--- config.mk ---
export PLATFORM = sky130hd
export DESIGN_NAME = message_tag_allocator_unit
export DESIGN_NICKNAME = d
export VERILOG_FILES = /design/src/mat_pkg.sv /design/src/mat_map.sv /design/src/mat_find.sv /design/src/mat_ctrl.sv /design/src/message_tag_allocator_unit.sv
export SDC_FILE = /design/constraint.sdc
export NUM_CORES = 1
export LEC_CHECK = 0
export ABC_CLOCK_PERIOD_IN_PS = 7600
export BUFFER_PORTS_ARGS = -buffer_cell sky130_fd_sc_hd__clkbuf_2
export CAP_MARGIN = 20
export CORE_UTILIZATION = 50
export CTS_CLUSTER_DIAMETER = 100
export CTS_CLUSTER_SIZE = 28
export DETAILED_ROUTE_END_ITERATION = 10
export PLACE_DENSITY = 0.65
export SYNTH_ARGS = -nofsm -noshare
export SYNTH_HDL_FRONTEND = slang
export SYNTH_HIERARCHICAL = 1
export SYNTH_SLANG_ARGS = --single-unit
--- constraint.sdc ---
create_clock -name clk -period 7.6 [get_ports clk]
set_clock_uncertainty 0.15 [all_clocks]
set_input_delay 0.76 -clock clk [delete_from_list [all_inputs] [get_ports clk]]
set_output_delay 0.76 -clock clk [all_outputs]
set_load 0.05 [all_outputs]
--- src/mat_pkg.sv ---
`timescale 1ns / 1ps

package mat_pkg;

	localparam int MAX_TAGS_DEF  = 64;
	localparam int WORD_BITS_DEF = 32;
	localparam int FIELD_TAG_W   = 16;

	localparam logic [FIELD_TAG_W-1:0] RESERVED_TAG = 16'hffff;

	typedef enum logic [1:0] {
		CMD_ALLOC     = 2'd0,
		CMD_ALLOC_VER = 2'd1,
		CMD_FREE      = 2'd2,
		CMD_RESET     = 2'd3
	} cmd_t;

	typedef enum logic [1:0] {
		ST_OK      = 2'd0,
		ST_NOFREE  = 2'd1,
		ST_INVALID = 2'd2,
		ST_DOUBLE  = 2'd3
	} status_t;

	typedef struct packed {
		logic                   valid;
		logic [FIELD_TAG_W-1:0] grant;
		status_t                status;
	} result_t;

endpackage

--- src/mat_map.sv ---
`timescale 1ns / 1ps

module mat_map #(
	parameter int MAX_TAGS  = mat_pkg::MAX_TAGS_DEF,
	parameter int WORD_BITS = mat_pkg::WORD_BITS_DEF,
	localparam int NUM_WORDS = (MAX_TAGS + WORD_BITS - 1) / WORD_BITS,
	localparam int ADDR_W    = (NUM_WORDS > 1) ? $clog2(NUM_WORDS) : 1
) (
	input  logic                 clk,
	input  logic                 arst_n,
	input  logic                 clr_all,
	input  logic                 rd_en,
	input  logic [ADDR_W-1:0]    rd_addr,
	output logic [WORD_BITS-1:0] rd_data,
	input  logic                 wr_en,
	input  logic [ADDR_W-1:0]    wr_addr,
	input  logic [WORD_BITS-1:0] wr_data
);

	localparam int PAD_BITS = NUM_WORDS * WORD_BITS - MAX_TAGS;
	localparam logic [WORD_BITS-1:0] LAST_MASK = {WORD_BITS{1'b1}} >> PAD_BITS;
	localparam logic [ADDR_W-1:0] LAST_ADDR = ADDR_W'(NUM_WORDS - 1);

	logic [WORD_BITS-1:0] mem [NUM_WORDS];
	logic [WORD_BITS-1:0] mem_rd_q;
	logic [NUM_WORDS-1:0] valid_q;
	logic                 rd_valid_q;
	logic                 rd_last_q;

	always_ff @(posedge clk) begin
		if (wr_en) begin
			mem[wr_addr] <= wr_data;
		end
		if (rd_en) begin
			mem_rd_q <= mem[rd_addr];
		end
	end

	always_ff @(posedge clk or negedge arst_n) begin
		if (!arst_n) begin
			valid_q    <= '0;
			rd_valid_q <= 1'b0;
			rd_last_q  <= 1'b0;
		end else begin
			if (clr_all) begin
				valid_q <= '0;
			end else if (wr_en) begin
				valid_q[wr_addr] <= 1'b1;
			end
			if (rd_en) begin
				rd_valid_q <= valid_q[rd_addr];
				rd_last_q  <= (rd_addr == LAST_ADDR);
			end
		end
	end

	assign rd_data = rd_valid_q ? mem_rd_q : (rd_last_q ? LAST_MASK : {WORD_BITS{1'b1}});

endmodule

--- src/mat_find.sv ---
`timescale 1ns / 1ps

module mat_find #(
	parameter int WORD_BITS = mat_pkg::WORD_BITS_DEF,
	localparam int BIT_W = $clog2(WORD_BITS)
) (
	input  logic [WORD_BITS-1:0] word,
	output logic                 found,
	output logic [BIT_W-1:0]     idx
);

	logic [WORD_BITS-1:0] lowest;

	assign lowest = word & (~word + WORD_BITS'(1));
	assign found  = |word;

	always_comb begin
		idx = '0;
		for (int i = 0; i < WORD_BITS; i++) begin
			if (lowest[i]) begin
				idx = idx | BIT_W'(i);
			end
		end
	end

endmodule

--- src/mat_ctrl.sv ---
`timescale 1ns / 1ps

module mat_ctrl #(
	parameter int MAX_TAGS  = mat_pkg::MAX_TAGS_DEF,
	parameter int WORD_BITS = mat_pkg::WORD_BITS_DEF,
	localparam int NUM_WORDS = (MAX_TAGS + WORD_BITS - 1) / WORD_BITS,
	localparam int ADDR_W    = (NUM_WORDS > 1) ? $clog2(NUM_WORDS) : 1
) (
	input  logic                                clk,
	input  logic                                arst_n,
	input  logic                                start,
	input  logic [1:0]                          command,
	input  logic [mat_pkg::FIELD_TAG_W-1:0]     tag_to_free,
	output logic                                busy,
	output mat_pkg::result_t                    res,
	output logic                                clr_all,
	output logic                                rd_en,
	output logic [ADDR_W-1:0]                   rd_addr,
	input  logic [WORD_BITS-1:0]                rd_data,
	output logic                                wr_en,
	output logic [ADDR_W-1:0]                   wr_addr,
	output logic [WORD_BITS-1:0]                wr_data
);

	localparam int BIT_W    = $clog2(WORD_BITS);
	localparam int HINT_W   = $clog2(MAX_TAGS + 1);
	localparam int RECIP_SH = 16;
	localparam int RECIP    = (1 << RECIP_SH) / WORD_BITS;
	localparam int PROD_W   = RECIP_SH + ADDR_W + 1;
	localparam logic [ADDR_W-1:0] LAST_ADDR = ADDR_W'(NUM_WORDS - 1);
	localparam logic [BIT_W-1:0]  TOP_BIT   = BIT_W'(WORD_BITS - 1);

	typedef enum logic [5:0] {
		S_IDLE = 6'b000001,
		S_DIV  = 6'b000010,
		S_LOC  = 6'b000100,
		S_FCHK = 6'b001000,
		S_HCHK = 6'b010000,
		S_SCAN = 6'b100000
	} state_t;

	state_t              state_q, state_d;
	logic [HINT_W-1:0]   hint_q, hint_d;
	logic [ADDR_W-1:0]   hint_word_q, hint_word_d;
	logic [BIT_W-1:0]    hint_bit_q, hint_bit_d;
	logic [HINT_W-1:0]   tag_q, tag_d;
	logic [ADDR_W-1:0]   quot_q, quot_d;
	logic [ADDR_W-1:0]   fword_q, fword_d;
	logic [BIT_W-1:0]    fbit_q, fbit_d;
	logic [ADDR_W-1:0]   scan_q, scan_d;
	logic [HINT_W-1:0]   base_q, base_d;

	logic [PROD_W-1:0]   prod;
	logic [HINT_W-1:0]   rem0;
	logic                find_found;
	logic [BIT_W-1:0]    find_idx;
	logic                hint_set;
	logic [HINT_W-1:0]   g_tag;
	logic [ADDR_W-1:0]   g_word;
	logic [BIT_W-1:0]    g_bit;
	mat_pkg::cmd_t       cmd;

	assign cmd  = mat_pkg::cmd_t'(command);
	assign prod = PROD_W'(tag_q) * PROD_W'(RECIP);
	assign rem0 = tag_q - HINT_W'(HINT_W'(quot_q) * HINT_W'(WORD_BITS));
	assign busy = (state_q != S_IDLE);

	mat_find #(
		.WORD_BITS (WORD_BITS)
	) u_find (
		.word  (rd_data),
		.found (find_found),
		.idx   (find_idx)
	);

	always_comb begin
		state_d     = state_q;
		hint_d      = hint_q;
		hint_word_d = hint_word_q;
		hint_bit_d  = hint_bit_q;
		tag_d       = tag_q;
		quot_d      = quot_q;
		fword_d     = fword_q;
		fbit_d      = fbit_q;
		scan_d      = scan_q;
		base_d      = base_q;
		res         = '{valid: 1'b0, grant: '0, status: mat_pkg::ST_OK};
		clr_all     = 1'b0;
		rd_en       = 1'b0;
		rd_addr     = '0;
		wr_en       = 1'b0;
		wr_addr     = '0;
		wr_data     = '0;
		hint_set    = 1'b0;
		g_tag       = '0;
		g_word      = '0;
		g_bit       = '0;

		unique case (state_q)
			S_IDLE: begin
				if (start) begin
					unique case (cmd)
						mat_pkg::CMD_ALLOC: begin
							rd_en = 1'b1;
							if (hint_q < HINT_W'(MAX_TAGS)) begin
								rd_addr = hint_word_q;
								state_d = S_HCHK;
							end else begin
								scan_d  = '0;
								base_d  = '0;
								state_d = S_SCAN;
							end
						end
						mat_pkg::CMD_ALLOC_VER: begin
							res.valid = 1'b1;
							res.grant = mat_pkg::RESERVED_TAG;
						end
						mat_pkg::CMD_FREE: begin
							if (tag_to_free == mat_pkg::RESERVED_TAG) begin
								res.valid = 1'b1;
							end else if (tag_to_free >= mat_pkg::FIELD_TAG_W'(MAX_TAGS)) begin
								res.valid  = 1'b1;
								res.status = mat_pkg::ST_INVALID;
							end else begin
								tag_d   = HINT_W'(tag_to_free);
								state_d = S_DIV;
							end
						end
						mat_pkg::CMD_RESET: begin
							clr_all     = 1'b1;
							hint_d      = '0;
							hint_word_d = '0;
							hint_bit_d  = '0;
							res.valid   = 1'b1;
						end
						default: begin
							res.valid = 1'b0;
						end
					endcase
				end
			end
			S_DIV: begin
				quot_d  = prod[RECIP_SH +: ADDR_W];
				state_d = S_LOC;
			end
			S_LOC: begin
				rd_en = 1'b1;
				if (rem0 >= HINT_W'(WORD_BITS)) begin
					fword_d = quot_q + ADDR_W'(1);
					fbit_d  = BIT_W'(rem0 - HINT_W'(WORD_BITS));
				end else begin
					fword_d = quot_q;
					fbit_d  = BIT_W'(rem0);
				end
				rd_addr = fword_d;
				state_d = S_FCHK;
			end
			S_FCHK: begin
				res.valid = 1'b1;
				if (rd_data[fbit_q]) begin
					res.status = mat_pkg::ST_DOUBLE;
				end else begin
					wr_en   = 1'b1;
					wr_addr = fword_q;
					wr_data = rd_data | (WORD_BITS'(1) << fbit_q);
					if (hint_q > tag_q) begin
						hint_d      = tag_q;
						hint_word_d = fword_q;
						hint_bit_d  = fbit_q;
					end
				end
				state_d = S_IDLE;
			end
			S_HCHK: begin
				if (rd_data[hint_bit_q]) begin
					wr_en     = 1'b1;
					wr_addr   = hint_word_q;
					wr_data   = rd_data & ~(WORD_BITS'(1) << hint_bit_q);
					res.valid = 1'b1;
					res.grant = mat_pkg::FIELD_TAG_W'(hint_q);
					hint_set  = 1'b1;
					g_tag     = hint_q;
					g_word    = hint_word_q;
					g_bit     = hint_bit_q;
					state_d   = S_IDLE;
				end else begin
					rd_en   = 1'b1;
					scan_d  = '0;
					base_d  = '0;
					state_d = S_SCAN;
				end
			end
			S_SCAN: begin
				if (find_found) begin
					wr_en     = 1'b1;
					wr_addr   = scan_q;
					wr_data   = rd_data & ~(WORD_BITS'(1) << find_idx);
					g_tag     = base_q + HINT_W'(find_idx);
					g_word    = scan_q;
					g_bit     = find_idx;
					hint_set  = 1'b1;
					res.valid = 1'b1;
					res.grant = mat_pkg::FIELD_TAG_W'(g_tag);
					state_d   = S_IDLE;
				end else if (scan_q == LAST_ADDR) begin
					res.valid  = 1'b1;
					res.status = mat_pkg::ST_NOFREE;
					state_d    = S_IDLE;
				end else begin
					rd_en   = 1'b1;
					rd_addr = scan_q + ADDR_W'(1);
					scan_d  = rd_addr;
					base_d  = base_q + HINT_W'(WORD_BITS);
				end
			end
			default: begin
				state_d = S_IDLE;
			end
		endcase

		if (hint_set) begin
			hint_d = g_tag + HINT_W'(1);
			if (g_bit == TOP_BIT) begin
				hint_word_d = g_word + ADDR_W'(1);
				hint_bit_d  = '0;
			end else begin
				hint_word_d = g_word;
				hint_bit_d  = g_bit + BIT_W'(1);
			end
		end
	end

	always_ff @(posedge clk or negedge arst_n) begin
		if (!arst_n) begin
			state_q     <= S_IDLE;
			hint_q      <= '0;
			hint_word_q <= '0;
			hint_bit_q  <= '0;
		end else begin
			state_q     <= state_d;
			hint_q      <= hint_d;
			hint_word_q <= hint_word_d;
			hint_bit_q  <= hint_bit_d;
		end
	end

	always_ff @(posedge clk) begin
		tag_q   <= tag_d;
		quot_q  <= quot_d;
		fword_q <= fword_d;
		fbit_q  <= fbit_d;
		scan_q  <= scan_d;
		base_q  <= base_d;
	end

endmodule

--- src/message_tag_allocator_unit.sv ---
`timescale 1ns / 1ps
// Version allocate, reset and rejected frees are answered from idle; an allocate checks the
// hint bit, or scans one bitmap word per cycle when that is taken or past the end; a free
// divides the tag, locates its bit and marks it free unless it already is.
// Throughput: one transaction at a time; the next start is taken in the done cycle.
// Reset: arst_n marks every tag free and clears the hint; results cannot be stalled.
module message_tag_allocator_unit #(
	parameter int MAX_TAGS  = mat_pkg::MAX_TAGS_DEF,
	parameter int WORD_BITS = mat_pkg::WORD_BITS_DEF
) (
	input  logic                            clk,
	input  logic                            arst_n,
	input  logic                            start,
	output logic                            busy,
	input  logic [1:0]                      command,
	input  logic [mat_pkg::FIELD_TAG_W-1:0] tag_to_free,
	output logic                            done,
	output logic [mat_pkg::FIELD_TAG_W-1:0] granted_tag,
	output logic [1:0]                      status
);

	localparam int NUM_WORDS = (MAX_TAGS + WORD_BITS - 1) / WORD_BITS;
	localparam int ADDR_W    = (NUM_WORDS > 1) ? $clog2(NUM_WORDS) : 1;

	mat_pkg::result_t                res;
	logic                            clr_all;
	logic                            rd_en;
	logic [ADDR_W-1:0]               rd_addr;
	logic [WORD_BITS-1:0]            rd_data;
	logic                            wr_en;
	logic [ADDR_W-1:0]               wr_addr;
	logic [WORD_BITS-1:0]            wr_data;
	logic                            done_q;
	logic [mat_pkg::FIELD_TAG_W-1:0] granted_tag_q;
	logic [1:0]                      status_q;

	mat_map #(
		.MAX_TAGS  (MAX_TAGS),
		.WORD_BITS (WORD_BITS)
	) u_map (
		.clk     (clk),
		.arst_n  (arst_n),
		.clr_all (clr_all),
		.rd_en   (rd_en),
		.rd_addr (rd_addr),
		.rd_data (rd_data),
		.wr_en   (wr_en),
		.wr_addr (wr_addr),
		.wr_data (wr_data)
	);

	mat_ctrl #(
		.MAX_TAGS  (MAX_TAGS),
		.WORD_BITS (WORD_BITS)
	) u_ctrl (
		.clk         (clk),
		.arst_n      (arst_n),
		.start       (start),
		.command     (command),
		.tag_to_free (tag_to_free),
		.busy        (busy),
		.res         (res),
		.clr_all     (clr_all),
		.rd_en       (rd_en),
		.rd_addr     (rd_addr),
		.rd_data     (rd_data),
		.wr_en       (wr_en),
		.wr_addr     (wr_addr),
		.wr_data     (wr_data)
	);

	always_ff @(posedge clk or negedge arst_n) begin
		if (!arst_n) begin
			done_q <= 1'b0;
		end else begin
			done_q <= res.valid;
		end
	end

	always_ff @(posedge clk) begin
		if (res.valid) begin
			granted_tag_q <= res.grant;
			status_q      <= res.status;
		end
	end

	assign done        = done_q;
	assign granted_tag = granted_tag_q;
	assign status      = status_q;

	a_version_grant: assert property (@(posedge clk) disable iff (!arst_n)
		start && !busy && command == mat_pkg::CMD_ALLOC_VER
			|=> done && granted_tag == mat_pkg::RESERVED_TAG && status == mat_pkg::ST_OK)
		else $error("version allocate did not return the reserved tag");

	a_nofree_zero: assert property (@(posedge clk) disable iff (!arst_n)
		done && status == mat_pkg::ST_NOFREE |-> granted_tag == '0)
		else $error("no-free result carries a tag");

	a_grant_range: assert property (@(posedge clk) disable iff (!arst_n)
		done |-> granted_tag < mat_pkg::FIELD_TAG_W'(MAX_TAGS)
			|| granted_tag == mat_pkg::RESERVED_TAG)
		else $error("granted tag beyond the limit");

	a_free_busy: assert property (@(posedge clk) disable iff (!arst_n)
		start && !busy && command == mat_pkg::CMD_FREE
			&& tag_to_free < mat_pkg::FIELD_TAG_W'(MAX_TAGS) |=> busy && !done)
		else $error("in-range free did not enter the lookup");

endmodule

## Word-level counts from Yosys, hierarchy flattened

Memories as Yosys holds them, arrays and structs flattened. A register that Yosys moved wholly into a read port is not among the register bits.
Cells that the tools add are included.

- Add/sub/neg operators: 10
- Order comparisons: 9
- Eq/ne operators: 29
- Shift-type cells: 3
- Muxes and demuxes: 278
- Bitwise operators: 8
- Reductions and logical operators: 12

Operators by type and width:

| cell | number |
|---|---|
| two-way mux 7 bit | 46 |
| two-way mux 32 bit | 7 |
| two-way mux 5 bit | 35 |
| two-way mux 6 bit | 24 |
| two-way mux 1 bit | 100 |
| bitwise AND 32 bit | 3 |
| inverter 32 bit | 3 |
| one-hot mux 32 bit (3 select lines) | 1 |
| left shift 1 x 5 -> 32 bit, first input constant | 3 |
| two-way mux 16 bit | 4 |
| one-hot mux 16 bit (3 select lines) | 1 |
| two-way mux 2 bit | 23 |
| two-way mux 19 bit | 2 |
| two-way mux 17 bit | 2 |
| adder 32 x 1 -> 32 bit, second input constant | 1 |
| two-way mux 4 bit | 8 |
| OR 32 bit | 1 |
| OR reduction 32 bit | 1 |
| one-hot mux 6 bit (5 select lines) | 1 |
| one-hot mux 7 bit (2 select lines) | 2 |
| one-hot mux 7 bit (3 select lines) | 1 |
| one-hot mux 5 bit (2 select lines) | 2 |
| inequality test 2 bit, second input constant | 9 |
| equality test 16 bit, second input constant | 1 |
| other kinds (44) | 68 |

- Register bits: 63
- RAM bits: 64
- Bits of input ports: 21
- Output and inout bits: 20
- Word-level logic and storage cells: 365
- Memories kept: 1

Memories:

| memory | words | bits a word | rd ports | clocked after memory_dff | wr ports | RTL line | text |
|---|---|---|---|---|---|---|---|
| u_map.mem | 2 | 32 | 1 | 1 | 1 | mat_map.sv:24 | `logic [WORD_BITS-1:0] mem [NUM_WORDS];` |

## Longest topological paths before layout

- Word-level depth: 42
- Gate-level depth with buffers: 19
- Depth with buffers taken out: 15

## By module

The synthesis kept the hierarchy.

By module, submodules not included:

| module | instances | cells an instance | area an instance (um^2) | sequential area each (um^2) |
|---|---|---|---|---|
| mat_ctrl | 1 | 581 | 4290.4 | 987.2 |
| mat_map | 1 | 178 | 3746.1 | 2957.8 |
| mat_find | 1 | 88 | 581.8 | 0.0 |
| message_tag_allocator_unit | 1 | 19 | 565.5 | 565.5 |

## Worst setup path before layout

OpenSTA, ideal clock, no wires.

- Path type: reg-to-reg
- From: register u_map.rd_valid_q
- To: memory u_map/mem[0][0] in the netlist's numbering, enable pin
- Library setup time: 426 ps
- Data arrival time: 4145 ps
- Required time: 7024 ps
- Setup slack: 2878 ps
- Stages on the path, launching flop included: 14
- Path buffers: 3
- Clock period less this slack: 4722 ps
- Path through: dfrtp_1 buf_2 nand2b_1 nor4_4 nand4_2 nor3_4 nand3_1 and2_1 clkbuf_1 clkbuf_1 a22o_1 a21oi_1 inv_1 nor2b_1

- Elaborated cells between the ends (all ways): 22
- Those cells by class: 21 x mux; 1 x reduce/logical

RTL lines:

| element | RTL line | text |
|---|---|---|
| start, declared | mat_map.sv:27 | `logic rd_valid_q;` |
| start signal, assigned | mat_map.sv:51 | `rd_valid_q <= valid_q[rd_addr];` |
| two-way mux 32 bit | mat_map.sv:57 | `assign rd_data = rd_valid_q ? mem_rd_q : (rd_last_q ? LAST_MASK : {WORD_BITS{1'b1}});` |
| via rd_data[8] | message_tag_allocator_unit.sv:29 | `logic [WORD_BITS-1:0] rd_data;` |
| OR reduction 32 bit | mat_find.sv:15 | `assign found = \|word;` |
| via u_ctrl.find_found | mat_ctrl.sv:55 | `logic find_found;` |
| two-way mux 1 bit | mat_ctrl.sv:194 | `if (find_found) begin` |
| two-way mux 1 bit | mat_ctrl.sv:99 | `unique case (state_q)` |
| one-hot mux 1 bit (3 select lines) | mat_ctrl.sv:99 |  |
| via wr_addr | message_tag_allocator_unit.sv:31 | `logic [ADDR_W-1:0] wr_addr;` |
| end, declared | mat_map.sv:24 |  |

The timed path passes the listed nets, and every way through them passes these cells. The select of a mux whose other input is x is not followed.

## Final worst setup path

- From: register u_map.rd_valid_q
- To: memory u_map/mem[0][7] in the netlist's numbering, enable pin

The elaborated chain is that of the path after synthesis.

==> results.txt <==
RSZ-0062 raised after global routing: no
area of the core: 18000 µm²
Starting Density: 51.1%
sequential element share of the synthesized area: 49.1%
IO buf count: 40
Ant. Diodes: 0
met1 Track Usage GR: 38.7%
Synth Area in Adders: 1.50%
Die W: 138 µm
Sequential Area: 4510 µm²
DRC viols: 0
post-route setup TNS: 0 ns
Worst Setup End Kind: flip-flop
H-tree depth: 4
crit start category: flip-flop
Reg power frac: 38.1%
initial antenna violation count: 1
Critical-path top delay cell: nor2b_2
HP Class: input port to async pin
layout cell share with drive strength beyond 1: 16.6%
synthesized area per cell: 10.6 µm²
Async SR Flop Fraction: 14.9%
clock share of power: 26.9%
worst reg2reg endpoint: u_map/mem[0][7]
status: completed
footprint of the multi-input gates: 4270 µm²
Vias per Instance: 6.61
most instantiated cells after synthesis: edfxtp_1 (131), nand2_1 (73), nor2_1 (60)
Hold Buf Count CTS: 0
dpl ws: 2.35 ns
Yosys warning total: 6
Nets: 916
post_cts resized: 0
cell chosen for the clock root: clkbuf_16
post-synthesis instance area: 9180 µm²
routed vias: 7446
area grow syn2layout: 9.51%
crit-path most repeated cell: buf_4
gr usage total: 30.9%
P_leak: 3.77 nW
Max Fclk: 188 MHz
Sink Count: 154
WP data arrival: 5.28 ns
Tmin final: 5.32 ns
wire per inst: 24.8 µm
CTS buffer count: 17
number of global-route vias before repair: 7112
Post-Place Cells: 1094
grt met2 use: 52.5%
Rows: 49
worst r2r src: u_map/rd_valid_q
endpoints failing setup: 0
dominant cell type by area after synthesis: edfxtp_1
Pwr Density: 308 nW/µm²
Die Height: 138 µm
CTS tree: yes
Least-Margin Pin Slew: 1.07 ns
cells along the critical path: buf_4, nand2b_1, nor4_2, nand4_2, nor3_4, nand3_1, and2_1, a22o_1, a21oi_1, inv_1, nor2b_2, buf_4
WL final: 27900 µm
syn_nets: 898
Synth Flop Type: edfxtp_1
clock-pin slew of the registers on the worst-case setup and hold paths: 0.07 ns
Final Core Density: 56.0%
WP data required: 7.56 ns
Max-Slew Margin vs Limit: 28.7%
Post-Synth XOR/XNOR Area: 0.572%
P_int: 1.87 mW
Finished Layout Cells: 1126
fraction of power spent switching nets: 39.7%
Synth cell types: 81
largest net degree at the start of global routing: 35
Max IR drop VDD: 212 µV
setup bufs post-CTS: 0
Final GP Congestion: 1.02
total congestion overflow: 0
mux contribution to synthesized area: 9.17%
Fin. Hold Viols: 0
largest family of logic cells by synthesized area: simple AND/OR/NAND/NOR gates
final worst setup slack: 2.28 ns
# IOs: 41
DRT Pass-1 Iters: 7
Worst-Skew Late Latency: 0.44 ns
NetSw: 1.23 mW
die area: 18900 µm²
fillers: 1548
most frequent cell after synthesis: edfxtp_1
Syn Inst Count: 866
post-route ant nets: 0
Combinational Power Share: 35.1%
Worst R2R Path Depth: 12
Crit Path Max Fanout: 33
WS Path Type: flip-flop to flip-flop
Synth Register Bits: 154
Detailed Place HPWL: 20100 µm
synth top area cells: edfxtp_1 (43%), dfrtp_1 (6.0%), mux2_4 (4.7%)
DR iter-0 viols: 778
first-pass GRT wire length: 42100 µm
max-slew violation count: 0
gr busiest metal: met2
GR met3 Demand/Resource: 6.11%
post-synthesis compound-gate area fraction: 15.8%
CP max stage delay: 0.80 ns
Post-Synth Simple-Gate Area: 19.2%
area share of the largest cell type after synthesis: 42.8%
max-cap viol count: 0
Worst R2R Setup Slack: 2.28 ns
Clock Tree Buf Depth: 2
final hold slack: 0.187 ns
Final Cycle Share: 70.0%
Post-synth EDFFs: 131
[area by class of cell]
class	count	share of cell area, %
clock buffers	18	4.27
well taps	229	2.85
clock inverters	14	1.39
repair buffers	57	3.36
multi-input cells	631	42.4
inverters	23	0.858
flip-flops and latches	154	44.8
[metrics by stage]
step | instance area (µm²) | power [mW]
global placement | 9460 | 2.24
floorplan | 9180 | 1.99
global route | 10100 | 3.23
CTS | 10100 | 3.10
finish | 10100 | 3.10
detailed placement | 9490 | 2.26
[cells by family after synthesis]
family,count (synthesis)
XOR/XNOR,6
multiplexers,68
adder cells (fa/ha/maj),11
AO/OA/AOI/OAI,224
AND/OR/NAND/NOR,322
flip-flops,154
buffers and inverters,81
[registers in the layout, indices dropped and copies added, names as in the netlist]
name,cells
done,1
granted_tag,16
status,2
u_ctrl/base_q,2
u_ctrl/fbit_q,5
u_ctrl/fword_q,1
u_ctrl/hint_bit_q,5
u_ctrl/hint_q,7
u_ctrl/hint_word_q,1
u_ctrl/quot_q,1
u_ctrl/scan_q,1
u_ctrl/state_q,6
u_ctrl/tag_q,7
u_map/mem,64
u_map/mem_rd_q,32
u_map/rd_valid_q,1
u_map/valid_q,2
[worst max-delay path by stage]
stage | from | to | slack, ns
3_5_place_dp | u_map/rd_valid_q | u_map/mem[0][12] | 2.35
5_1_grt | u_map/rd_valid_q | u_map/mem[0][7] | 1.90
4_1_cts | u_map/rd_valid_q | u_map/mem[0][2] | 2.34
2_1_floorplan | u_map/rd_valid_q | u_map/mem[0][0] | 2.88
3_3_place_gp | u_map/rd_valid_q | u_map/mem[0][7] | 2.55
6_report | u_map/rd_valid_q | u_map/mem[0][7] | 2.28
[power by group through the flow]
stage	logic [mW]	registers, mW	clock network [mW]
finish	1.09	1.18	0.834
floorplan	0.718	1.27	0
global route	1.16	1.19	0.875
detailed placement	1.06	1.20	0
CTS	1.07	1.18	0.849
global placement	1.05	1.19	0
[routing by layer]
layer,wire length [µm],part of all wire (%),vias up
met5,0,0,-
met3,1930,6.9,69
met4,933,3.3,0
met2,13800,49,385
li1,-,-,3329
met1,11300,40,3663
[critical path: cells and delay by family (launching register included)]
family / cells / cell delay [ns]
compound gates: 2 / 0.52
flops: 1 / 0.32
simple gates: 7 / 3.11
buf+inv: 3 / 0.85
[layout by cell type, fill, tap and decap left out, types with 14 or more instances in the layout]
cell type and count:
a21oi_1 55, a22oi_1 14, a31oi_1 34, buf_4 15, clkbuf_16 17, clkbuf_2 40, dfrtp_1 22, edfxtp_1 131
inv_1 23, mux2_4 29, mux2i_1 35, nand2_1 72, nand2b_1 46, nand3_1 19, nor2_1 60, nor2b_1 17
nor3_1 18, o21ai_0 49
Note: power is estimated with default switching activity, not from simulation.
